**src/rtl/core/kdr_pkg.sv**
```systemverilog
// ----------------------------------------------------------------------------
// kdr_pkg
// Shared widths, codes and types of the keypad debounce and repeat scanner.
// ----------------------------------------------------------------------------
package kdr_pkg;

    localparam int DEF_ROWS    = 4;
    localparam int DEF_COLUMNS = 4;
    localparam int KEY_MAX     = 16;

    localparam int KEY_W   = 4;
    localparam int LIM_W   = 8;
    localparam int MS_W    = 16;
    localparam int TIME_W  = 32;
    localparam int HOLD_W  = 24;
    localparam int RAW_W   = 16;

    localparam int IN_DATA_W  = 48;
    localparam int OUT_DATA_W = 64;

    localparam int CFG_IDX_W  = 2;
    localparam int CFG_DATA_W = 16;

    localparam logic [CFG_IDX_W-1:0] CFG_DEBOUNCE = 2'd0;
    localparam logic [CFG_IDX_W-1:0] CFG_DELAY    = 2'd1;
    localparam logic [CFG_IDX_W-1:0] CFG_PERIOD   = 2'd2;
    localparam logic [CFG_IDX_W-1:0] CFG_IDLE     = 2'd3;

    localparam logic CMD_TICK = 1'b0;
    localparam logic CMD_WAKE = 1'b1;

    localparam logic [LIM_W-1:0]  DEF_DEBOUNCE = 8'd5;
    localparam logic [MS_W-1:0]   DEF_DELAY    = 16'd500;
    localparam logic [MS_W-1:0]   DEF_PERIOD   = 16'd100;
    localparam logic [MS_W-1:0]   DEF_IDLE     = 16'd1000;

    typedef enum logic [1:0] {
        KIND_PRESS   = 2'd0,
        KIND_RELEASE = 2'd1,
        KIND_REPEAT  = 2'd2,
        KIND_STATUS  = 2'd3
    } kind_t;

    typedef struct packed {
        logic [LIM_W-1:0]  level;
        logic              stable;
        logic              set_change;
        logic              set_repeat;
        logic              act;
        logic              ev;
        kind_t             kind;
        logic [HOLD_W-1:0] hold;
        logic              ge_delay;
    } key_upd_t;

endpackage

```
**src/rtl/core/keypad_debounce_repeat_scanner.sv**
```systemverilog
// ----------------------------------------------------------------------------
// keypad_debounce_repeat_scanner
// Keypad scanner: per-key debounce integrator, press/release/repeat events,
// wake and idle stop; keys are walked one per cycle, while m_ is free, through a shared unit.
// A wake or idle tick goes to ST_STATUS, which registers its status beat.
// A scan tick walks the keys in ST_WALK, one key per cycle while results
// are taken (a stall on m_ holds the walk), then its status beat follows.
// Not ready while an item is in progress. Reset: not scanning, all key
// state cleared, registers back to their defaults.
// ----------------------------------------------------------------------------
module keypad_debounce_repeat_scanner
    import kdr_pkg::*;
#(
    parameter int ROWS    = DEF_ROWS,
    parameter int COLUMNS = DEF_COLUMNS
) (
    input  logic                  aclk,
    input  logic                  aresetn,
    input  logic                  cfg_we,
    input  logic [CFG_IDX_W-1:0]  cfg_idx,
    input  logic [CFG_DATA_W-1:0] cfg_wdata,
    input  logic                  s_axis_tvalid,
    output logic                  s_axis_tready,
    input  logic [IN_DATA_W-1:0]  s_axis_tdata,   // raw_keys[15:0], now_ms[47:16]
    input  logic [0:0]            s_axis_tuser,   // cmd[0]
    output logic                  m_axis_tvalid,
    input  logic                  m_axis_tready,
    // key_code[3:0], hold_ms[27:4], event_time[59:28], scanning[60], any_held[61]
    output logic [OUT_DATA_W-1:0] m_axis_tdata,
    output logic [1:0]            m_axis_tuser,   // kind[1:0]
    output logic                  m_axis_tlast
);

    localparam int NKEYS = (ROWS * COLUMNS > KEY_MAX) ? KEY_MAX : ROWS * COLUMNS;
    localparam int KW    = (NKEYS > 1) ? $clog2(NKEYS) : 1;
    localparam logic [KW-1:0] LAST_KEY = KW'(NKEYS - 1);

    typedef enum logic [2:0] {
        ST_IDLE   = 3'b001,
        ST_WALK   = 3'b010,
        ST_STATUS = 3'b100
    } state_t;

    state_t state_reg, state_next;

    logic [LIM_W-1:0] debounce_reg;
    logic [MS_W-1:0]  delay_reg;
    logic [MS_W-1:0]  period_reg;
    logic [MS_W-1:0]  idle_reg;

    logic [LIM_W-1:0]  integ_reg  [NKEYS];
    logic [TIME_W-1:0] change_reg [NKEYS];
    logic [TIME_W-1:0] repeat_reg [NKEYS];
    logic [NKEYS-1:0]  stable_reg;
    logic [TIME_W-1:0] activity_reg;
    logic              scan_reg, scan_next;
    logic              walk_reg, walk_next;
    logic [KW-1:0]     key_reg, key_next;
    logic [NKEYS-1:0]  raw_reg;
    logic [TIME_W-1:0] now_reg;

    logic              m_valid_reg, m_valid_next;
    kind_t             m_kind_reg, m_kind_next;
    logic [KEY_W-1:0]  m_code_reg, m_code_next;
    logic [HOLD_W-1:0] m_hold_reg, m_hold_next;
    logic [TIME_W-1:0] m_time_reg, m_time_next;
    logic              m_scan_reg, m_scan_next;
    logic              m_held_reg, m_held_next;
    logic              m_last_reg, m_last_next;

    logic              in_acc;
    logic              out_free;
    logic              walk_step;
    logic              is_status;
    logic              scan_stat;
    key_upd_t          upd;

    assign s_axis_tready = (state_reg == ST_IDLE);
    assign in_acc        = s_axis_tvalid && s_axis_tready;
    assign out_free      = !m_valid_reg || m_axis_tready;
    assign walk_step     = (state_reg == ST_WALK) && out_free;
    assign is_status     = (state_reg == ST_STATUS);

    kdr_key_unit u_key (
        .level          (integ_reg[key_reg]),
        .pressed        (raw_reg[key_reg]),
        .stable         (stable_reg[key_reg]),
        .change_time    (is_status ? activity_reg : change_reg[key_reg]),
        .repeat_time    (repeat_reg[key_reg]),
        .now_ms         (now_reg),
        .debounce_limit (debounce_reg),
        .age_limit      (is_status ? idle_reg : delay_reg),
        .period_ms      (period_reg),
        .upd            (upd)
    );

    assign scan_stat = scan_reg && !(walk_reg && !(|stable_reg) && upd.ge_delay);

    always_comb begin
        state_next   = state_reg;
        scan_next    = scan_reg;
        walk_next    = walk_reg;
        key_next     = key_reg;
        m_valid_next = m_valid_reg && !m_axis_tready;
        m_kind_next  = m_kind_reg;
        m_code_next  = m_code_reg;
        m_hold_next  = m_hold_reg;
        m_time_next  = m_time_reg;
        m_scan_next  = m_scan_reg;
        m_held_next  = m_held_reg;
        m_last_next  = m_last_reg;
        case (state_reg)
            ST_IDLE: begin
                if (in_acc) begin
                    key_next = '0;
                    if (s_axis_tuser[0] == CMD_WAKE) begin
                        scan_next  = 1'b1;
                        walk_next  = 1'b0;
                        state_next = ST_STATUS;
                    end else if (scan_reg) begin
                        walk_next  = 1'b1;
                        state_next = ST_WALK;
                    end else begin
                        walk_next  = 1'b0;
                        state_next = ST_STATUS;
                    end
                end
            end
            ST_WALK: begin
                if (out_free) begin
                    if (upd.ev) begin
                        m_valid_next = 1'b1;
                        m_kind_next  = upd.kind;
                        m_code_next  = KEY_W'(key_reg);
                        m_hold_next  = (upd.kind == KIND_RELEASE) ? upd.hold : '0;
                        m_time_next  = now_reg;
                        m_scan_next  = 1'b0;
                        m_held_next  = 1'b0;
                        m_last_next  = 1'b0;
                    end
                    if (key_reg == LAST_KEY) begin
                        state_next = ST_STATUS;
                    end else begin
                        key_next = key_reg + KW'(1);
                    end
                end
            end
            ST_STATUS: begin
                if (out_free) begin
                    scan_next    = scan_stat;
                    m_valid_next = 1'b1;
                    m_kind_next  = KIND_STATUS;
                    m_code_next  = '0;
                    m_hold_next  = '0;
                    m_time_next  = now_reg;
                    m_scan_next  = scan_stat;
                    m_held_next  = |stable_reg;
                    m_last_next  = 1'b1;
                    state_next   = ST_IDLE;
                end
            end
            default: begin
                state_next = ST_IDLE;
            end
        endcase
    end

    always_ff @(posedge aclk) begin
        if (!aresetn) begin
            state_reg    <= ST_IDLE;
            scan_reg     <= 1'b0;
            walk_reg     <= 1'b0;
            key_reg      <= '0;
            m_valid_reg  <= 1'b0;
            debounce_reg <= DEF_DEBOUNCE;
            delay_reg    <= DEF_DELAY;
            period_reg   <= DEF_PERIOD;
            idle_reg     <= DEF_IDLE;
        end else begin
            state_reg   <= state_next;
            scan_reg    <= scan_next;
            walk_reg    <= walk_next;
            key_reg     <= key_next;
            m_valid_reg <= m_valid_next;
            if (cfg_we) begin
                case (cfg_idx)
                    CFG_DEBOUNCE: debounce_reg <= cfg_wdata[LIM_W-1:0];
                    CFG_DELAY:    delay_reg    <= cfg_wdata[MS_W-1:0];
                    CFG_PERIOD:   period_reg   <= cfg_wdata[MS_W-1:0];
                    CFG_IDLE:     idle_reg     <= cfg_wdata[MS_W-1:0];
                    default:      ;
                endcase
            end
        end
    end

    always_ff @(posedge aclk) begin
        if (!aresetn) begin
            stable_reg   <= '0;
            activity_reg <= '0;
            for (int i = 0; i < NKEYS; i++) begin
                integ_reg[i]  <= '0;
                change_reg[i] <= '0;
                repeat_reg[i] <= '0;
            end
        end else if (walk_step) begin
            integ_reg[key_reg]  <= upd.level;
            stable_reg[key_reg] <= upd.stable;
            if (upd.set_change) begin
                change_reg[key_reg] <= now_reg;
            end
            if (upd.set_repeat) begin
                repeat_reg[key_reg] <= now_reg;
            end
            if (upd.act) begin
                activity_reg <= now_reg;
            end
        end
    end

    always_ff @(posedge aclk) begin
        if (in_acc) begin
            raw_reg <= s_axis_tdata[NKEYS-1:0];
            now_reg <= s_axis_tdata[RAW_W +: TIME_W];
        end
        m_kind_reg <= m_kind_next;
        m_code_reg <= m_code_next;
        m_hold_reg <= m_hold_next;
        m_time_reg <= m_time_next;
        m_scan_reg <= m_scan_next;
        m_held_reg <= m_held_next;
        m_last_reg <= m_last_next;
    end

    assign m_axis_tvalid = m_valid_reg;
    assign m_axis_tuser  = m_kind_reg;
    assign m_axis_tlast  = m_last_reg;
    assign m_axis_tdata  = {2'b00, m_held_reg, m_scan_reg, m_time_reg, m_hold_reg, m_code_reg};

endmodule

```
**src/rtl/core/kdr_key_unit.sv**
```systemverilog
// ----------------------------------------------------------------------------
// kdr_key_unit
// Shared update unit: integrator step, event decision and elapsed-time compare
// for one key, also reused for the idle timeout check.
// ----------------------------------------------------------------------------
module kdr_key_unit
    import kdr_pkg::*;
(
    input  logic [LIM_W-1:0]  level,
    input  logic              pressed,
    input  logic              stable,
    input  logic [TIME_W-1:0] change_time,
    input  logic [TIME_W-1:0] repeat_time,
    input  logic [TIME_W-1:0] now_ms,
    input  logic [LIM_W-1:0]  debounce_limit,
    input  logic [MS_W-1:0]   age_limit,
    input  logic [MS_W-1:0]   period_ms,
    output key_upd_t          upd
);

    logic [LIM_W-1:0]  top;
    logic [LIM_W-1:0]  vc;
    logic [TIME_W-1:0] d_change;
    logic [TIME_W-1:0] d_repeat;
    logic              ge_period;

    assign top       = (debounce_limit == '0) ? LIM_W'(1) : debounce_limit;
    assign vc        = (level > top) ? top : level;
    assign d_change  = now_ms - change_time;
    assign d_repeat  = now_ms - repeat_time;
    assign ge_period = d_repeat >= TIME_W'(period_ms);

    always_comb begin
        upd            = '0;
        upd.level      = vc;
        upd.stable     = stable;
        upd.kind       = KIND_PRESS;
        upd.ge_delay   = d_change >= TIME_W'(age_limit);
        upd.hold       = (d_change[TIME_W-1:HOLD_W] != '0) ? '1 : d_change[HOLD_W-1:0];
        if (vc != '0 && vc != top) begin
            upd.level = pressed ? vc + LIM_W'(1) : vc - LIM_W'(1);
        end else if (vc == '0) begin
            if (pressed) begin
                upd.level = LIM_W'(1);
                upd.act   = 1'b1;
            end else if (stable) begin
                upd.ev         = 1'b1;
                upd.kind       = KIND_RELEASE;
                upd.set_change = 1'b1;
                upd.stable     = 1'b0;
                upd.act        = 1'b1;
            end
        end else begin
            if (!pressed) begin
                upd.level = vc - LIM_W'(1);
                upd.act   = 1'b1;
            end else if (!stable) begin
                upd.ev         = 1'b1;
                upd.kind       = KIND_PRESS;
                upd.set_change = 1'b1;
                upd.set_repeat = 1'b1;
                upd.stable     = 1'b1;
                upd.act        = 1'b1;
            end else if (upd.ge_delay && ge_period) begin
                upd.ev         = 1'b1;
                upd.kind       = KIND_REPEAT;
                upd.set_repeat = 1'b1;
                upd.act        = 1'b1;
            end
        end
    end

endmodule

```
**config.mk**
```make
export PLATFORM = sky130hd
export DESIGN_NAME = keypad_debounce_repeat_scanner
export DESIGN_NICKNAME = d
export VERILOG_FILES = /design/src/rtl/core/kdr_pkg.sv /design/src/rtl/core/keypad_debounce_repeat_scanner.sv /design/src/rtl/core/kdr_key_unit.sv
export SDC_FILE = /design/constraint.sdc
export NUM_CORES = 2
export LEC_CHECK = 0
export BUFFER_PORTS_ARGS = -buffer_cell sky130_fd_sc_hd__buf_2
export CAP_MARGIN = 20
export CELL_PAD_IN_SITES_DETAIL_PLACEMENT = 0
export CELL_PAD_IN_SITES_GLOBAL_PLACEMENT = 1
export CORE_MARGIN = 3
export CORE_UTILIZATION = 48
export DETAILED_ROUTE_END_ITERATION = 8
export MAX_ROUTING_LAYER = met4
export PLACE_DENSITY = 0.72
export SETUP_SLACK_MARGIN = 0.05
export SYNTH_ARGS = -nofsm -noshare
export SYNTH_HDL_FRONTEND = slang
export SYNTH_SLANG_ARGS = --single-unit
```
**constraint.sdc**
```tcl
create_clock -name aclk -period 8.1 [get_ports aclk]
set_input_delay 1.62 -clock aclk [delete_from_list [all_inputs] [get_ports aclk]]
set_output_delay 1.62 -clock aclk [all_outputs]
set_load 0.02 [all_outputs]
```
# == Yosys cells after proc, flatten, opt, wreduce, memory -nomap -nowiden ==
# Memories as Yosys holds them, arrays and structs flattened. A register that Yosys moved wholly into a read port is not among the register bits.
# Cells that the tools add are included.
# word_totals
n_memories,3
in_bits,72
regBits,227
wordCells,188
output_inout_bits,69
mem_bits_rw,1152
# memory_table
memory,depth,width,read_ports,rd_ports_with_merged_regs,write_ports,line_no,rtl
change_reg,16,32,1,1,16,keypad_debounce_repeat_scanner.sv:52,logic [TIME_W-1:0] change_reg [NKEYS];
repeat_reg,16,32,1,1,16,keypad_debounce_repeat_scanner.sv:53,logic [TIME_W-1:0] repeat_reg [NKEYS];
integ_reg,16,8,1,1,16,keypad_debounce_repeat_scanner.sv:51,logic [LIM_W-1:0] integ_reg [NKEYS];
# op_classes
n_addsub,5
eq_ne,16
n_lt_le_gt_ge,5
reduce_logical,36
n_mux,103
# ops
cell,count
32-bit 2-to-1 mux,6
24-bit 2-to-1 mux,5
4-bit 2-to-1 mux,17
32-bit by 16-bit greater-or-equal comparator with 1-bit output,2
32-bit case mux with 2 select lines,1
32-bit OR reduction,2
32-bit subtractor,2
8-bit 2-to-1 mux,7
24-bit case mux with 2 select lines,1
1-bit 2-to-1 mux,35
3-bit 2-to-1 mux,9
16-bit bitwise mux,1
8-bit logical NOT,2
16-bit 2-to-1 mux,1
4-bit case mux with 2 select lines,2
4-bit AND reduction,4
8-bit nonzero test,2
16-bit OR reduction,1
2-bit AND reduction,6
10-bit 2-to-1 mux,1
5-bit 2-to-1 mux,2
1-bit case mux with 2 select lines,5
1-bit logical AND,9
3-bit case mux with 3 select lines,1
other kinds (25),41

# == Depth between registers and ports, before layout ==
# depth
depth_word,16
mapped_depth,32
ltp_nobuf,26

# == By module ==
# Synthesis repeated with hierarchy kept, for this count alone.
# hier_totals
cells_unflattened,4815
hier_area_um2,66567.6
# by_module_without_submodules
mod,seq_area_each_um2,n_inst,cells_each,area_per_inst_um2
keypad_debounce_repeat_scanner,40348.7,1,3925,60655.7
kdr_key_unit,0.0,1,890,5911.9

# == Worst setup path before layout ==
# OpenSTA, ideal clock, no wires.
# synth_path
path_type,register to register
startpoint,reg (tool-made name)
endpoint,"reg m_last_reg, in the netlist m_axis_tlast, enable pin"
setup_ns,0.428
path_buffers,6
stages_incl_launch_ff,29
t_arrival_ns,7.741
period_less_slack_ns,8.168
path_slack_ns,-0.068
path_cell_list,dfxtp_1 buf_2 buf_2 clkbuf_1 clkbuf_1 buf_1 mux4_2 mux4_2 nand2_1 nand2_1 ha_1 fa_1 nand2b_1 a21oi_1 o21ai_0 nor2_1 nor2_1 xnor2_1 ha_1 nand4_1 or3_1 a31oi_1 nor4bb_1 nand4_1 or4_1 a21oi_4 buf_6 nor2_1 o21a_1
# synth_rtl
element,line_no,rtl
end signal: assignment,keypad_debounce_repeat_scanner.sv:232,m_last_reg <= m_last_next;
end: declaration,keypad_debounce_repeat_scanner.sv:69,"logic m_last_reg, m_last_next;"

==> results.ini <==
[status]
status=complete, no violations

[power]
comb_power_share=0.125
p_switching_uw=4390
power_density_nw_per_um2=229
clkPwrFrac=0.401
p_int_uw=12700
leakage_uw=0.0272
seq_power_share=0.474
vdd_drop_max_v=0.000180
switching_share=0.256

[synthesis]
syn_area_per_cell_um2=14.0
syn-instance-count=4744
yosys_warnings=0
synth_area_um2=66200
ys_seq_area_frac=0.610
async_flop_share=0
synth_flop_cell=edfxtp_1
synth_cell_types=88
ys_seq_elements=1383
synth_edf_count=1265

[cts]
htreeDepth=4
root_buffer=clkbuf_16
clock_latency_ns=0.79
cts_buffer_depth=3
path_clk_slew_ns=0.06
cts_tree=yes
cts_buffers=150
numClockSinks=1383

[final_layout]
multi_input_area_um2=24200
drive_gt1_frac=0.209
fillerInstances=11000
layout.nets=5065
synthToLayoutAreaGrowth_pct=13.1
regArea_um2=40400
layout.cells.non_filler=6791

[setup_path]
path_cells=buf_12 > mux4_2 > mux4_2 > mux2i_1 > ha_1 > a21oi_1 > o21ai_0 > nor2_1 > nor2_1 > nor2_1 > xor2_1 > inv_1 > ha_1 > nand4_1 > or3_1 > a31oi_1 > nor4bb_1 > nand4_1 > or4_1 > a21oi_4 > nor4b_4 > nand2b_2 > buf_4
r2r-end=repeat_reg[10][16]$_SDFFCE_PN0P_
start_kind=register
critPathKind=reg -> reg
cp_num_buf_inv=3
ff2ff_setup_slack_ns=0.56
worstPathArrival_ns=7.97
r2r_cells=23
critPathRequiredTime_ns=8.52
slowest_stage=nor4b_4
crit_fanout=90
crit_path_end_kind=register
crit_path_max_incr_delay_ns=0.77
cp_top_family=simple AND/OR/NAND/NOR gates
path_common_cell=nor2_1

[detailed_routing]
final_antenna_net_count=0
via_per_inst=6.03
vias=41000
routedWlPerCell_um=29.4
routed_wl_mm=199
dr.first_iter.drc_count=4847
drc=0
first_pass_iters=6

[die]
fp.coreArea_um2=136000
fp.dieW_um=377
initial_core_util=0.486
io_pins=141
fp-row-count=135
chipHeight_um=377
die_area_um2=142000

[sta]
rsz0062_at_grt=false
setup-violations-final=0
drv_slew=0
period_share=0.931
worst_pin_slew_ns=1.10
skew_ns=0.0405
max_freq_mhz=133
finalCriticalPeriod_ns=7.54
max_slew_margin=0.263
setup_tns_ns=0
hold_viol=0

[placement]
dp_hpwl_mm=126
place_inst=6500
gp_congestion=0.920
io_buffers=138

[run]
maxCapViolCount=0

[global_route]
first_global_vias=40000
grt_pass1_wl_mm=287
overflow=0
antenna_found_initial=12
grt_usage=0.290
grt_start_max_net_pins=91

[min_path]
hold_start=idle_reg[1]$_SDFFE_PN0P_
min_to=idle_reg[1]$_SDFFE_PN0P_
whs_path_depth=2
worstHoldPathType=reg -> reg

==> worst reg2reg max path: stages, from the launching register on <==
cell and delay [ns]:
dfxtp_4 0.52, buf_12 0.50, mux4_2 0.49, mux4_2 0.47
mux2i_1 0.35, ha_1 0.42, a21oi_1 0.23, o21ai_0 0.22
nor2_1 0.23, nor2_1 0.07, nor2_1 0.11, xor2_1 0.26
inv_1 0.11, ha_1 0.30, nand4_1 0.13, or3_1 0.39
a31oi_1 0.37, nor4bb_1 0.13, nand4_1 0.08, or4_1 0.18
a21oi_4 0.15, nor4b_4 0.78, nand2b_2 0.27, buf_4 0.36
==> layer usage <==
metal | GRT usage | part of all wire | vias up
met5 | - | 0 | -
met3 | 0.0456 | 0.079 | 289
met2 | 0.426 | 0.45 | 1819
met1 | 0.422 | 0.44 | 21100
li1 | - | - | 17800
met4 | 0.0853 | 0.029 | 0
==> placed cells by master (no fill, tap or decap), types with 10 or more instances in the layout <==
cell       netlist  layout
nand3_1         56      56
clkinv_1         1      18
nor2b_1         16      16
and3_1          53      53
a21oi_1        146     145
o21ai_0         78      63
xnor2_1         39      39
dfxtp_1        118     114
and2_1        1002    1002
a21o_1          18      18
nor3_1          26      26
bufinv_16        0      11
nor4_1          22      22
nand2b_2         0      31
buf_4            7     203
buf_12           0      24
nand2_1        271     269
ha_1           110     110
inv_1          100      99
o21a_1          17      16
nand2b_1        50      19
o211ai_1        23      23
a211oi_1        14      10
nand4_1         41      41
clkinv_2         0      28
clkbuf_1       312      33
o21ai_1          3      18
clkbuf_8         0      15
xor2_1          15      15
clkbuf_16        0     151
mux2i_1         92      91
mux4_2         365     365
edfxtp_1      1265    1265
buf_2           11     137
nor2_1         242     242
o22ai_1         22      22
==> repair_timing <==
action                     in CTS  in global routing
hold buffers                    0                  0
buffers inserted                0                  8
setup endpoints to repair       0               1067
resized for setup               0                  5
==> Yosys cell counts (11+ instances only) <==
master    number  area, µm²
edfxtp_1    1265      38000
nor3_1        26        130
and2_1      1002       6270
nand2_1      271       1020
a211oi_1      14        105
o21a_1        17        128
xor2_1        15        131
buf_2         11       55.1
o211ai_1      23        173
inv_1        100        375
mux2i_1       92        921
xnor2_1       39        342
ha_1         110       1380
o21ai_0       78        390
a21oi_1      146        731
o22ai_1       22        138
a21o_1        18        135
buf_1         43        161
and3_1        53        332
nor2_1       242        908
nand2b_1      50        313
nor2b_1       16        100
nor4_1        22        138
dfxtp_1      118       2360
nand4_1       41        257
nand3_1       56        280
mux4_2       365       8220
clkbuf_1     312       1170
==> worst max-delay path by stage <==
stage                                  endpoint  startpoint  cells after the start  slack (ns)
6_report       repeat_reg[10][16]$_SDFFCE_PN0P_    register                     23        0.56
4_1_cts        repeat_reg[12][31]$_SDFFCE_PN0P_    register                     23        0.07
3_5_place_dp   repeat_reg[12][16]$_SDFFCE_PN0P_    register                     23        0.12
3_3_place_gp    repeat_reg[7][20]$_SDFFCE_PN0P_    register                     24        0.12
2_1_floorplan   repeat_reg[12][0]$_SDFFCE_PN0P_    register                     28        0.28
5_1_grt         repeat_reg[7][28]$_SDFFCE_PN0P_    register                     23        0.18
==> power groups by stage <==
stage          Sequential (µW)  Combinational [µW]  Clock (µW)
6_report                  8120                2150        6870
4_1_cts                   8130                2110        6980
3_5_place_dp              8280                2100           0
2_1_floorplan             8230                1330           0
5_1_grt                   8140                2310        7260
3_3_place_gp              8270                2100           0
==> per-stage QoR <==
stage	instance area, µm²	total power [µW]	util	setup slack [ns]	hold WS [ns]
detailed placement	69900	10400	0.513	0.119	0.446
floorplan	66200	9560	-	0.277	0.424
global route	74900	17700	0.550	0.183	0.473
finish	74900	17100	0.550	0.556	0.453
global placement	69800	10400	0.513	0.116	0.436
CTS	74800	17200	0.549	0.0733	0.455
==> kinds of logic after synthesis <==
group / after synthesis / share of synthesized area
simple gates: 1840 / 0.155
flops: 1383 / 0.610
buf+inv: 486 / 0.0284
mux: 463 / 0.139
compound gates: 405 / 0.0388
fa+ha+maj: 112 / 0.0214
xor+xnor: 54 / 0.00715
other cells: 1 / 0.0000567
==> area by class of cell <==
type / instances / area share
Antenna cell: 5 / 0.000167
Clock buffer: 200 / 0.0549
Clock inverter: 76 / 0.0107
Inverter: 103 / 0.00518
Multi-Input combinational cell: 2876 / 0.324
Sequential cell: 1383 / 0.539
Tap cell: 1781 / 0.0298
Timing Repair Buffer: 367 / 0.0366
No activity file was read; power rests on OpenSTA's default activity.
